<file path="src/design/psbw_ram.sv">
module psbw_ram #(
  parameter int WIDTH = 8,
  parameter int DEPTH = 16
) (
  input  logic                     clk,
  input  logic                     we,
  input  logic [$clog2(DEPTH)-1:0] waddr,
  input  logic [WIDTH-1:0]         wdata,
  input  logic                     re,
  input  logic [$clog2(DEPTH)-1:0] raddr,
  output logic [WIDTH-1:0]         rdata
);

  logic [WIDTH-1:0] mem [DEPTH];

  // one write, one registered read
  always_ff @(posedge clk) begin
    if (we) begin
      mem[waddr] <= wdata;
    end
    if (re) begin
      rdata <= mem[raddr];
    end
  end

endmodule

</file>
<file path="config.mk">
export PLATFORM = sky130hd
export DESIGN_NAME = psbw_ram
export DESIGN_NICKNAME = d
export VERILOG_FILES = /design/src/design/psbw_ram.sv
export SDC_FILE = /design/constraint.sdc
export NUM_CORES = 1
export LEC_CHECK = 0
export BUFFER_PORTS_ARGS = -buffer_cell sky130_fd_sc_hd__buf_2
export CORE_ASPECT_RATIO = 1.4
export CORE_UTILIZATION = 25
export DETAILED_ROUTE_END_ITERATION = 8
export GPL_TIMING_DRIVEN = 0
export PLACE_DENSITY_LB_ADDON = 0.2
export REMOVE_ABC_BUFFERS = 1
export SLEW_MARGIN = 20
export SYNTH_ARGS = -nofsm -noshare
export SYNTH_HDL_FRONTEND = slang
export SYNTH_SLANG_ARGS = --single-unit
</file>
<file path="constraint.sdc">
create_clock -name clk -period 2.3 [get_ports clk]
set_input_delay 0.575 -clock clk [delete_from_list [all_inputs] [get_ports clk]]
set_output_delay 0.575 -clock clk [all_outputs]
set_load 0.02 [all_outputs]
</file>
==> flow_metrics.tcl <==
set metrics [dict create \
    min_period_ns 2.12 \
    drive_gt1_share_pct 26.4 \
    pin_count 27 \
    routabilityCongestion 0.648 \
    dieArea_sq_um 21500 \
    hold_end "rdata[3]" \
    hold_ws_ns 0.512 \
    fin_util_pct 30.0 \
    final.setup_skew_ns 0.00370 \
    finalSetupViolCount 0 \
    drc_errors 0 \
    slowest_stage "mux4_1" \
    crit_path_max_incr_delay_ns 0.66 \
    io_buffer_count 26 \
    vias_per_cell 4.48 \
    die_h_um 173 \
    worst_slew_pin_slew_ns 1.02 \
    diodes 0 \
    cts_max_level 4 \
    antenna_found_initial 0 \
    final_net_count 287 \
    rrSetupSlack_ns 0.67 \
    yosys.area.top_type_share_pct 78.1 \
    start_util_pct 25.5 \
    tritoncts "built" \
    min_path_cells 1 \
    p_leak_nw 1.98 \
    postCtsSetupBuffers 0 \
    r2r_start "mem[1][2]" \
    worstPathCellList "buf_4 > mux4_1 > a22oi_1 > nand2_1" \
    path_clk_slew_ns 0.05 \
    hp-class "in2reg" \
    cts_resized 0 \
    start_kind "input pin" \
    syn_inst 229 \
    hp-start "re" \
    critPathKind "in2reg" \
    grt_start_max_net_pins 33 \
    area_growth_pct 17.5 \
    status "finished, final reports clean" \
    netlist_top_cells_area "edfxtp_1 (78%), mux4_2 (7.8%), mux4_1 (7.0%), a22oi_1 (2.3%), nor2_1 (0.93%)" \
    mostFrequentLayoutCell "edfxtp_1" \
    synth-seq-area-share_pct 78.1 \
    r2r-end "rdata[2]" \
    grt-ovfl-total 0 \
    yosysWarnings 0 \
    cts_hold_buf 0 \
    synth_cell_type_count 18 \
    cpLargestDelayFamily "multiplexers" \
    numClockSinks 136 \
    drtIter0Drc 309 \
    finalHoldViolCount 0 \
    period_share_pct 92.3 \
    cts-root-buf "clkbuf_16" \
    maxSlewHeadroom_pct 32.0 \
    required_ns 2.44 \
    ys_ff_latch 136 \
    grt_pass1_vias 2564 \
    syn_area_sq_um 5230 \
    seqCellArea_sq_um 4080 \
    nFillCells 2030 \
    wirelength_mm 10.9 \
    multi_input_area_sq_um 1080 \
    tns_ns 0 \
    power_density_nw_per_um2 881 \
    ant_nets 0 \
    drv_slew 0 \
    rsz0062_at_grt "false" \
    dr.pass1.iters 4 \
    final_cells 533 \
    crit_arrival_ns 2.27 \
    critical_path.max_fanout 32 \
    ir_worst_vdd_uv 445 \
    wl_per_cell_um 20.4 \
    grt_pass1_wl_mm 16.4 \
    fmax_ghz 0.471 \
    insertion_delay_ns 0.41 \
    path_buf_inv 1 \
    maxCapViolCount 0 \
    chipWidth_um 124 \
    grt_usage_pct 10.9 \
    synth_top_area_cell "edfxtp_1" \
    num_vias 2387 \
    dp_cells 505 \
    rows 62 \
    numCtsBuffers 17 \
    max-clock-path-buffers 2 \
    coreArea_sq_um 20500 \
    endpoint_kind "register" \
    postSynthAreaPerCell_sq_um 22.8 \
    dp_hpwl_mm 6.78 \
    r2r_cells 3 \
    mostFrequentLayoutCells "edfxtp_1 (136), buf_2 (25), mux4_2 (18)" \
]
==> power breakdown <==
| group | internal, W | switching, W | total [W] | leakage, nW |
|---|---|---|---|---|
| combinational | 0.0000984 | 0.000165 | 0.000263 | 0.501 |
| clock | 0.00143 | 0.000911 | 0.00234 | 0.243 |
| sequential | 0.00280 | 0.0000119 | 0.00281 | 1.24 |
| total | 0.00432 | 0.00109 | 0.00541 | 1.98 |
==> kinds of logic (layout without fill, tap and decap cells) <==
group / count (synthesis) / after routing / share of synthesized area (%)
compound gates: 16 / 16 / 2.30
mux: 32 / 32 / 14.8
buf+inv: 10 / 58 / 1.65
flops: 136 / 136 / 78.1
simple gates: 35 / 35 / 3.14
==> final cells by class <==
type / count / area share (%)
Sequential cell: 136 / 66.5
Multi-Input combinational cell: 83 / 17.5
Clock buffer: 19 / 7.05
Tap cell: 256 / 5.21
Timing Repair Buffer: 30 / 2.71
Clock inverter: 9 / 1.02
==> cells in the mapped netlist <==
cell type	number
edfxtp_1	136
mux4_2	18
a22oi_1	16
mux4_1	14
nor2_1	13
nand2_1	9
nor3_1	4
buf_2	3
buf_6	3
clkdlybuf4s25_2	3
nand2b_1	2
nand3b_1	2
and2_1	1
and2b_1	1
buf_4	1
nand3_1	1
nor2b_1	1
or3b_2	1
==> worst max-delay path by stage <==
| stage | depth (start not counted) | endpoint | startpoint |
|---|---|---|---|
| floorplan | 2 | mem[0][0] | waddr[2] |
| global placement | 3 | mem[0][5] | waddr[2] |
| detailed placement | 4 | rdata[2] | raddr[0] |
| CTS | 4 | rdata[2] | raddr[0] |
| global route | 4 | rdata[2] | raddr[0] |
| finish | 4 | rdata[2] | raddr[0] |
==> registers in the layout (all words and copies together), names as in the netlist <==
register,cells
mem,128
rdata,8
==> per-stage QoR <==
stage | area [sq um] | worst slack, ns | power, W
5_1_grt | 6140 | 0.106 | 0.00560
6_report | 6140 | 0.177 | 0.00541
3_5_place_dp | 5650 | -0.252 | 0.00313
3_3_place_gp | 5590 | -0.684 | 0.00312
4_1_cts | 6140 | 0.193 | 0.00547
2_1_floorplan | 5140 | 0.232 | 0.00298
==> metal layers <==
layer  vias up  track usage, %  share of wire, %
met4         0            4.77               2.0
met2        75            16.2                47
met3        18            3.84               5.0
li1       1055               -                 -
met1      1239            14.3                46
met5         -               0                 0
No activity file was read; power rests on OpenSTA's default activity.
