File: config.mk
export PLATFORM = sky130hd
export DESIGN_NAME = psbw_div
export DESIGN_NICKNAME = d
export VERILOG_FILES = /design/src/design/psbw_pkg.sv /design/src/design/psbw_div.sv
export SDC_FILE = /design/constraint.sdc
export NUM_CORES = 1
export LEC_CHECK = 0
export ABC_AREA = 1
export BUFFER_PORTS_ARGS = -buffer_cell sky130_fd_sc_hd__buf_2
export CAP_MARGIN = 25
export CELL_PAD_IN_SITES_DETAIL_PLACEMENT = 1
export CELL_PAD_IN_SITES_GLOBAL_PLACEMENT = 1
export CORE_ASPECT_RATIO = 0.5
export CORE_MARGIN = 4
export CORE_UTILIZATION = 48
export CTS_CLUSTER_DIAMETER = 100
export DETAILED_ROUTE_END_ITERATION = 8
export PLACE_DENSITY = 0.95
export RECOVER_POWER = 50
export SKIP_LAST_GASP = 1
export SLEW_MARGIN = 25
export SYNTH_ARGS = -nofsm -noshare
export SYNTH_HDL_FRONTEND = slang
export SYNTH_SLANG_ARGS = --single-unit
File: constraint.sdc
create_clock -name clk -period 15.2 [get_ports clk]
set_clock_uncertainty 0.15 [all_clocks]
set_input_delay 0.76 -clock clk [delete_from_list [all_inputs] [get_ports clk]]
set_output_delay 0.76 -clock clk [all_outputs]
set_load 0.01 [all_outputs]
File: src/design/psbw_pkg.sv
package psbw_pkg;

  // default sizes
  localparam int MAX_SEQS_DEF = 64;
  localparam int MAX_COLS_DEF = 256;
  localparam int ALPHABET_DEF = 20;

  // register and field widths
  localparam int SEQ_COUNT_W = 7;
  localparam int COL_COUNT_W = 9;
  localparam int CODE_W      = 5;
  localparam int CFG_DATA_W  = 9;
  localparam int CFG_IDX_W   = 2;
  localparam int SEQ_INDEX_W = 6;
  localparam int WEIGHT_W    = 32;

  // register indexes
  localparam logic [CFG_IDX_W-1:0] REG_SEQ_COUNT    = 2'd0;
  localparam logic [CFG_IDX_W-1:0] REG_COLUMN_COUNT = 2'd1;
  localparam logic [CFG_IDX_W-1:0] REG_GAP_CODE     = 2'd2;

  // register reset values
  localparam logic [SEQ_COUNT_W-1:0] SEQ_COUNT_RST = 7'd1;
  localparam logic [COL_COUNT_W-1:0] COL_COUNT_RST = 9'd1;
  localparam logic [CODE_W-1:0]      GAP_CODE_RST  = 5'd21;

  // arithmetic
  localparam int                ACC_W       = 40;
  localparam logic [ACC_W-1:0]  INIT_WEIGHT = 40'd4295;
  localparam int                LENGTH_BIAS = 30;
  localparam int                NUM_W       = 36;
  localparam int                DIV_STEP    = 4;

  typedef enum logic [3:0] {
    ST_LOAD,
    ST_COL_START,
    ST_TALLY,
    ST_TALLY_END,
    ST_COL_CHK,
    ST_W_RD,
    ST_W_MUL1,
    ST_W_MUL2,
    ST_W_DIV,
    ST_W_WB,
    ST_O_RD,
    ST_O_SHOW
  } state_t;

endpackage

File: src/design/psbw_div.sv
module psbw_div
  import psbw_pkg::*;
#(
  parameter int DEN_W = 22
) (
  input  logic             clk,
  input  logic             rst,
  input  logic             start,
  input  logic [DEN_W-1:0] den,
  output logic             done,
  output logic [NUM_W-1:0] quo
);

  localparam int ITERS  = NUM_W / DIV_STEP;
  localparam int ITER_W = $clog2(ITERS + 1);

  logic [DEN_W-1:0]  den_q;
  logic [DEN_W:0]    rem;
  logic [DEN_W:0]    rem_next;
  logic [NUM_W-1:0]  quo_next;
  logic [ITER_W-1:0] iter;
  logic              busy;

  // several restoring steps per cycle
  always_comb begin
    rem_next = rem;
    quo_next = quo;
    for (int i = 0; i < DIV_STEP; i++) begin
      rem_next = {rem_next[DEN_W-1:0], quo_next[NUM_W-1]};
      quo_next = {quo_next[NUM_W-2:0], 1'b0};
      if (rem_next >= {1'b0, den_q}) begin
        rem_next    = rem_next - {1'b0, den_q};
        quo_next[0] = 1'b1;
      end
    end
  end

  // rounded reciprocal: (2^32 + den/2) / den
  always_ff @(posedge clk) begin
    if (rst) begin
      busy <= 1'b0;
      done <= 1'b0;
      iter <= '0;
    end else begin
      done <= 1'b0;
      if (start) begin
        busy <= 1'b1;
        iter <= '0;
      end else if (busy) begin
        iter <= iter + 1'b1;
        if (iter == ITER_W'(ITERS - 1)) begin
          busy <= 1'b0;
          done <= 1'b1;
        end
      end
    end
  end

  always_ff @(posedge clk) begin
    if (start) begin
      den_q <= den;
      rem   <= '0;
      quo   <= (NUM_W'(1) << 32) + NUM_W'(den >> 1);
    end else if (busy) begin
      rem <= rem_next;
      quo <= quo_next;
    end
  end

`ifndef SYNTHESIS
  a_done_after_busy: assert property (@(posedge clk) disable iff (rst)
    done |-> $past(busy)) else $error("divider done without a running division");
`endif

endmodule

==> results.rst, run 1 <==
.. list-table::
   :header-rows: 1

   * - Metric
     - Value
   * - Initial core utilization
     - 0.498
   * - Arrival time reported for the critical path endpoint
     - 11.92 ns
   * - Count of cell types in the netlist
     - between 40 and 50
   * - Required time at the endpoint of the critical path
     - roughly 15 ns
   * - TritonCTS buffer count
     - 9
   * - Worst Setup End Kind
     - flip-flop
   * - Reg-to-reg slack, setup
     - 3.36 ns
   * - Wirelength per Cell
     - 24.7 um
   * - Vias/cell
     - 6.27
   * - Final Wtd Congestion
     - 1.00
   * - Overall fraction of global-route tracks in use
     - 0.388
   * - Type of the worst min-delay path
     - flip-flop to flip-flop
   * - Worst Path Class, Setup
     - flip-flop to flip-flop
   * - Post-detailed-routing wire length
     - around 43000 um
   * - Clock tree from TritonCTS
     - done
   * - Relative slew margins
     - -0.945
   * - Antenna violations before repair
     - 1
   * - Outcome
     - finished with violations
   * - Cell with the most instances on the worst path
     - sky130_fd_sc_hd__nand2_1
   * - Placed Cells
     - 1704
   * - Post-synth top area share
     - 0.187
   * - Category of the worst setup path launch point
     - flip-flop
   * - Clock Tree Buf Depth
     - 2
   * - Post-Synthesis Cells
     - 1411
   * - Delay contributed by the slowest stage of the critical path
     - 0.89 ns
   * - Syn_area_per_cell
     - approximately 6.6 sq um
   * - Post-detailed-route DRC marker count
     - 0
   * - Portion of the clock cycle consumed by the worst path in the final layout
     - 0.779
   * - Worst slew pin tran
     - 2.92 ns
   * - Slowest cell on crit path
     - sky130_fd_sc_hd__o21ai_0
   * - Max-capacitance violation count
     - 1
   * - Pin count of the biggest net entering global routing
     - 61
   * - Max Slew Vio Count
     - 61
   * - Number of setup violations in the final report
     - 0
   * - Number of DRC violations after detailed-routing iteration 0
     - between 1000 and 1500
   * - Worst Hold Depth
     - 2
   * - Final hold violation count
     - 0
   * - Antenna-violating nets left
     - 0
   * - Final instance count without filler cells
     - 1720
   * - Ant. Diodes
     - 0
   * - Yosys synthesis warning count
     - 0
   * - Die Y-Extent
     - 106 um
   * - DR vias
     - 10800
   * - HPWL after detailed placement
     - 31100 um
   * - Cell row count
     - 35
   * - RSZ-0062 raised after global routing
     - false
   * - Die outline width
     - 205 um
   * - Initial DRT Pass Iterations
     - 6
   * - Total clock sinks
     - 86
   * - Largest area contributor in the netlist
     - sky130_fd_sc_hd__edfxtp_1
   * - Startpoint of the lowest-slack register-to-register path
     - den_q[9]$_DFFE_PP_
   * - Share of layout cells above drive strength 1
     - 0.0684
   * - Area of the mapped netlist
     - just over 9000 sq um
   * - Die Footprint
     - 21800 sq um
   * - Number of cells on the worst reg-to-reg path
     - 56
   * - Capturing point of the worst reg2reg path
     - rem[8]$_SDFFE_PP0P_
   * - Violations in the final reports
     - capacitance limit, slew limit
   * - Total number of nets in the final design
     - 1575
   * - Sequential fraction of the synthesis area
     - 0.247
   * - Most common library cell in the layout ignoring fill and taps
     - sky130_fd_sc_hd__nand2_1
   * - Core footprint
     - 18700 sq um
   * - Area contributors post-synth
     - sky130_fd_sc_hd__edfxtp_1 (19%), sky130_fd_sc_hd__nand2_1 (18%), sky130_fd_sc_hd__ha_1 (12%), sky130_fd_sc_hd__inv_1 (7.9%), sky130_fd_sc_hd__nand3_1 (6.8%)
   * - Destination of the worst hold path
     - rem[2]$_SDFFE_PP0P_
   * - Count of buffers inserted at the top-level ports
     - 61
   * - Aggregate global routing overflow
     - 0
   * - Clock latency on the worst-skew pair
     - 0.35 ns
   * - Fraction of synthesis flops using an asynchronous set or reset pin
     - 0
   * - First-pass GRT wire length
     - 64800 um
   * - Count of flip-flops with a built-in enable after synthesis
     - 58
   * - Number of buffers inserted for hold repair after clock tree synthesis
     - 0
   * - Layout overhead on the synthesized area
     - 7.96%
   * - Total setup buffers inserted after CTS
     - 0
   * - Min-Delay Startpoint
     - rem[2]$_SDFFE_PP0P_
   * - Buffer type at the clock tree root
     - sky130_fd_sc_hd__clkbuf_16
   * - Number of nets in the synthesized netlist
     - 1530
   * - Post-synthesis register bit count
     - 86
   * - Clock-pin slew on the worst setup and hold paths
     - 0.07 ns
   * - Commonest cells after routing, fill and taps aside
     - sky130_fd_sc_hd__nand2_1 (449), sky130_fd_sc_hd__inv_1 (197), sky130_fd_sc_hd__nand3_1 (127)
   * - Commonest register cell after synthesis
     - sky130_fd_sc_hd__edfxtp_1
   * - Highest fanout seen on the critical path
     - 43
   * - Setup TNS
     - 0 ns
   * - Final Critical Period
     - 11.84 ns
   * - Resize count post-CTS
     - 0
   * - Number of ports placed on the die boundary
     - 62
   * - Maximum level of the CTS H-tree
     - 3
   * - Maximum clock rate
     - about 0.084 GHz
   * - Via count of the first global-routing pass
     - roughly 11000
synth_stat cells, types with 3 or more instances:
library cell,n
sky130_fd_sc_hd__buf_4,3
sky130_fd_sc_hd__buf_2,10
sky130_fd_sc_hd__nand4_1,15
sky130_fd_sc_hd__a21o_1,7
sky130_fd_sc_hd__o21ai_0,52
sky130_fd_sc_hd__nor3_1,6
sky130_fd_sc_hd__o21a_1,5
sky130_fd_sc_hd__nand2_2,9
sky130_fd_sc_hd__nor2_2,4
sky130_fd_sc_hd__inv_1,197
sky130_fd_sc_hd__xor2_1,36
sky130_fd_sc_hd__nor2_4,3
sky130_fd_sc_hd__nand3_2,7
sky130_fd_sc_hd__buf_6,4
sky130_fd_sc_hd__nand3_1,127
sky130_fd_sc_hd__nand2_1,449
sky130_fd_sc_hd__a21boi_0,4
sky130_fd_sc_hd__or2_2,9
sky130_fd_sc_hd__clkbuf_1,15
sky130_fd_sc_hd__a21oi_2,4
sky130_fd_sc_hd__fa_1,4
sky130_fd_sc_hd__inv_2,6
sky130_fd_sc_hd__dfxtp_1,28
sky130_fd_sc_hd__nor2_1,91
sky130_fd_sc_hd__xnor2_1,37
sky130_fd_sc_hd__ha_1,90
sky130_fd_sc_hd__nor4_1,4
sky130_fd_sc_hd__a21oi_1,89
sky130_fd_sc_hd__o21bai_1,7
sky130_fd_sc_hd__edfxtp_1,58
sky130_fd_sc_hd__a31oi_1,6
cell families (layout without fill, tap and decap cells):
logic type | count (synthesis) | after routing | share of synthesized area
simple gates | 740 | 740 | 0.346
buf+inv | 237 | 287 | 0.101
compound gates | 181 | 181 | 0.107
fa+ha+maj | 94 | 94 | 0.130
flops | 86 | 86 | 0.247
xor+xnor | 73 | 73 | 0.0687
routing by layer:
layer	vias up	global-route usage	wire length, um
met4	2	0.172	2240
met2	731	0.600	17800
met1	5181	0.499	17100
li1	4659	-	-
met3	209	0.120	5410
met5	-	0	13
worst max path at each step:
stage / slack, ns / end / start / cells after the start
5_1_grt: 2.88 / rem[8]$_SDFFE_PP0P_ / den_q[9]$_DFFE_PP_ / 59
6_report: 3.36 / rem[8]$_SDFFE_PP0P_ / den_q[9]$_DFFE_PP_ / 56
3_3_place_gp: 4.59 / rem[20]$_SDFFE_PP0P_ / den_q[1]$_DFFE_PP_ / 55
4_1_cts: 3.63 / rem[8]$_SDFFE_PP0P_ / den_q[10]$_DFFE_PP_ / 55
2_1_floorplan: 7.38 / quo[0]$_DFFE_PP_ / den_q[1]$_DFFE_PP_ / 51
3_5_place_dp: 3.87 / rem[5]$_SDFFE_PP0P_ / den_q[10]$_DFFE_PP_ / 54
flip-flops by register name (all words and copies together), names as in the netlist:
register,cells
done,1
den_q,22
quo,36
busy,1
iter,4
rem,22
cell type report:
type,instances,area [sq um]
fill,2543,8650
multi-input combinational,1088,6070
sequential,86,2300
inverter,205,769
tap,259,324
timing repair buffer,66,302
clock buffer,10,229
clock inverter,6,52.6
metrics by stage:
step                      worst slack, ns  hold slack, ns  area [sq um]  utilization
after floorplan                      7.38           0.289          9310            -
after global placement               4.59           0.297          9800        0.524
after detailed placement             3.87           0.332          9800        0.524
after CTS                            3.63           0.341         10100        0.539
after global routing                 2.88           0.351         10000        0.537
final                                3.36           0.345         10000        0.537
worst max-delay path, delay by kind of cell (launching register included):
family          cells  cell delay [ns]
buf+inv             6             0.95
compound gates      7             2.59
flops               1             0.40
simple gates       39             6.33
fa+ha+maj           4             1.26
Power of run 1 is not shown: default switching activity piles up to over one toggle a cycle in this logic, so the estimate is an artifact.
==> run 2, diff against run 1 <==
--- a/config.mk
+++ b/config.mk
@@ -12,10 +12,10 @@
 export CELL_PAD_IN_SITES_GLOBAL_PLACEMENT = 1
 export CORE_ASPECT_RATIO = 0.5
 export CORE_MARGIN = 4
-export CORE_UTILIZATION = 48
+export CORE_UTILIZATION = 45
 export CTS_CLUSTER_DIAMETER = 100
 export DETAILED_ROUTE_END_ITERATION = 8
-export PLACE_DENSITY = 0.95
+export PLACE_DENSITY = 0.91
 export RECOVER_POWER = 50
 export SKIP_LAST_GASP = 1
 export SLEW_MARGIN = 25
==> constraint.sdc (replaced) <==
create_clock -name clk -period 12.25 [get_ports clk]
set_clock_uncertainty 0.15 [all_clocks]
set_input_delay 0.6125 -clock clk [delete_from_list [all_inputs] [get_ports clk]]
set_output_delay 0.6125 -clock clk [all_outputs]
set_load 0.01 [all_outputs]
==> results.rst, run 2 (synthesis gave the netlist of run 1 again) <==
.. list-table::
   :header-rows: 1

   * - Metric
     - Value
   * - Outcome
     - finished with violations
   * - Violations in the final reports
     - capacitance limit, slew limit
   * - RSZ-0062 raised after global routing
     - false
   * - Placed Cells
     - 1712
   * - HPWL after detailed placement
     - a little over 30000 um
   * - Number of ports placed on the die boundary
     - between 60 and 70
   * - Total setup buffers inserted after CTS
     - 0
   * - Commonest cells after routing, fill and taps aside
     - sky130_fd_sc_hd__nand2_1 (449), sky130_fd_sc_hd__inv_1 (197), sky130_fd_sc_hd__nand3_1 (127)
   * - Antenna violations before repair
     - 1
   * - Pin count of the biggest net entering global routing
     - 62
   * - Layout overhead on the synthesized area
     - 7.70%
   * - Number of buffers inserted for hold repair after clock tree synthesis
     - 0
   * - Worst slew pin tran
     - 2.79 ns
   * - Via count of the first global-routing pass
     - 10000
   * - Die outline width
     - 211 um
   * - Initial core utilization
     - 0.469
   * - TritonCTS buffer count
     - 9
   * - Portion of the clock cycle consumed by the worst path in the final layout
     - 0.918
   * - Maximum clock rate
     - 0.0889 GHz
   * - Count of buffers inserted at the top-level ports
     - between 60 and 70
   * - Max-capacitance violation count
     - 1
   * - Required time at the endpoint of the critical path
     - 12.39 ns
   * - Most Used Layer, Global Route
     - met2
   * - Arrival time reported for the critical path endpoint
     - 11.38 ns
   * - Final hold violation count
     - 0
   * - Category of the worst setup path launch point
     - flip-flop
   * - Most common library cell in the layout ignoring fill and taps
     - sky130_fd_sc_hd__nand2_1
   * - Clock-pin slew on the worst setup and hold paths
     - 0.07 ns
   * - Final Wtd Congestion
     - 1.01
   * - Final Critical Period
     - 11.24 ns
   * - Cell with the most instances on the worst path
     - sky130_fd_sc_hd__nand2_1
   * - Final setup slack of the worst path
     - 1.01 ns
   * - Largest registers in the final layout
     - quo: 36 flops, den_q: 22 flops, rem: 22 flops
   * - Clock latency on the worst-skew pair
     - 0.35 ns
   * - Number of flip-flops in the largest register
     - 36
   * - Post-detailed-routing wire length
     - 37800 um
   * - Highest fanout seen on the critical path
     - 43
   * - Reg area
     - 2300 sq um
   * - Clock tree from TritonCTS
     - done
   * - Ant. Diodes
     - 0
   * - DR vias
     - slightly below 10000
   * - First-pass GRT wire length
     - 57800 um
   * - Relative slew margins
     - -0.860
   * - Final instance count without filler cells
     - 1728
   * - Vias/cell
     - 5.71
   * - Post-detailed-route DRC marker count
     - 0
   * - Delay contributed by the slowest stage of the critical path
     - ~0.68 ns
   * - Buffer type at the clock tree root
     - sky130_fd_sc_hd__clkbuf_16
   * - Share of layout cells above drive strength 1
     - 0.0575
   * - Worst Setup End Kind
     - flip-flop
   * - Overall fraction of global-route tracks in use
     - 0.327
   * - Total clock sinks
     - 86
   * - Resize count post-CTS
     - 0
   * - Met3 capacity usage during global routing
     - 0.0881
   * - Number of setup violations in the final report
     - 0
   * - Clock Tree Buf Depth
     - 2
   * - Cell row count
     - 36
   * - Fill cell total of the finished layout
     - 2686
   * - Max Slew Vio Count
     - 62
   * - Die Y-Extent
     - approximately 110 um
   * - Initial DRT Pass Iterations
     - 5
   * - Die Footprint
     - roughly 23000 sq um
   * - Wirelength per Cell
     - 21.9 um
   * - Worst Path Class, Setup
     - flip-flop to flip-flop
   * - Maximum level of the CTS H-tree
     - 3
   * - Core footprint
     - around 20000 sq um
   * - Global Route met2 Usage
     - 0.513
   * - Total number of nets in the final design
     - roughly 1600
   * - Slowest cell on crit path
     - sky130_fd_sc_hd__o21ai_0
   * - Antenna-violating nets left
     - 0
   * - Setup TNS
     - 0 ns
   * - Multi-input logic area
     - approximately 6100 sq um
   * - Type of the worst min-delay path
     - input pin to flip-flop
   * - Aggregate global routing overflow
     - 0
   * - Biggest register
     - quo
   * - Number of DRC violations after detailed-routing iteration 0
     - 914
   * - GRT met1 Usage
     - 0.452
   * - Worst slack at placement
     - 1.55 ns
run 2: final cells by class:
| class | count | share of cell area |
|---|---|---|
| inverters | 205 | 0.0768 |
| multi-input cells | 1088 | 0.605 |
| clock inverters | 5 | 0.00362 |
| flip-flops and latches | 86 | 0.230 |
| repair buffers | 67 | 0.0288 |
| well taps | 266 | 0.0332 |
| clock buffers | 11 | 0.0232 |
run 2: critical path: cells and delay by family, from the launching register on:
family,cells,cell delay (ns)
AO/OA/AOI/OAI,11,3.28
flip-flops,1,0.38
AND/OR/NAND/NOR,30,4.86
adder cells (fa/ha/maj),4,1.43
buffers and inverters,7,1.04
run 2: final timing paths:
path              cells after the start  slack (ns)                start                  end
setup / recovery                     52        1.01  den_q[14]$_DFFE_PP_  rem[2]$_SDFFE_PP0P_
hold / removal                        2        0.30                  rst      busy$_SDFF_PP0_
hold reg to reg                       2        0.33  rem[1]$_SDFFE_PP0P_  rem[1]$_SDFFE_PP0P_
setup reg to reg                     52        1.01  den_q[14]$_DFFE_PP_  rem[2]$_SDFFE_PP0P_
run 2: routing by layer:
| layer | part of all wire | routed length [um] | vias up |
|---|---|---|---|
| li1 | - | - | 4653 |
| met1 | 0.46 | 17300 | 4770 |
| met2 | 0.42 | 16000 | 380 |
| met3 | 0.093 | 3530 | 64 |
| met4 | 0.023 | 872 | 0 |
| met5 | 0 | 0 | - |
run 2: per-stage QoR:
stage | hold WS [ns] | area [sq um] | util
after global placement | 0.299 | 9820 | 0.494
after global routing | 0.298 | 10000 | 0.505
after floorplan | 0.289 | 9310 | -
after CTS | 0.295 | 10100 | 0.508
after detailed placement | 0.318 | 9820 | 0.494
final | 0.300 | 10000 | 0.505
Power of run 2 is left out for the same reason.
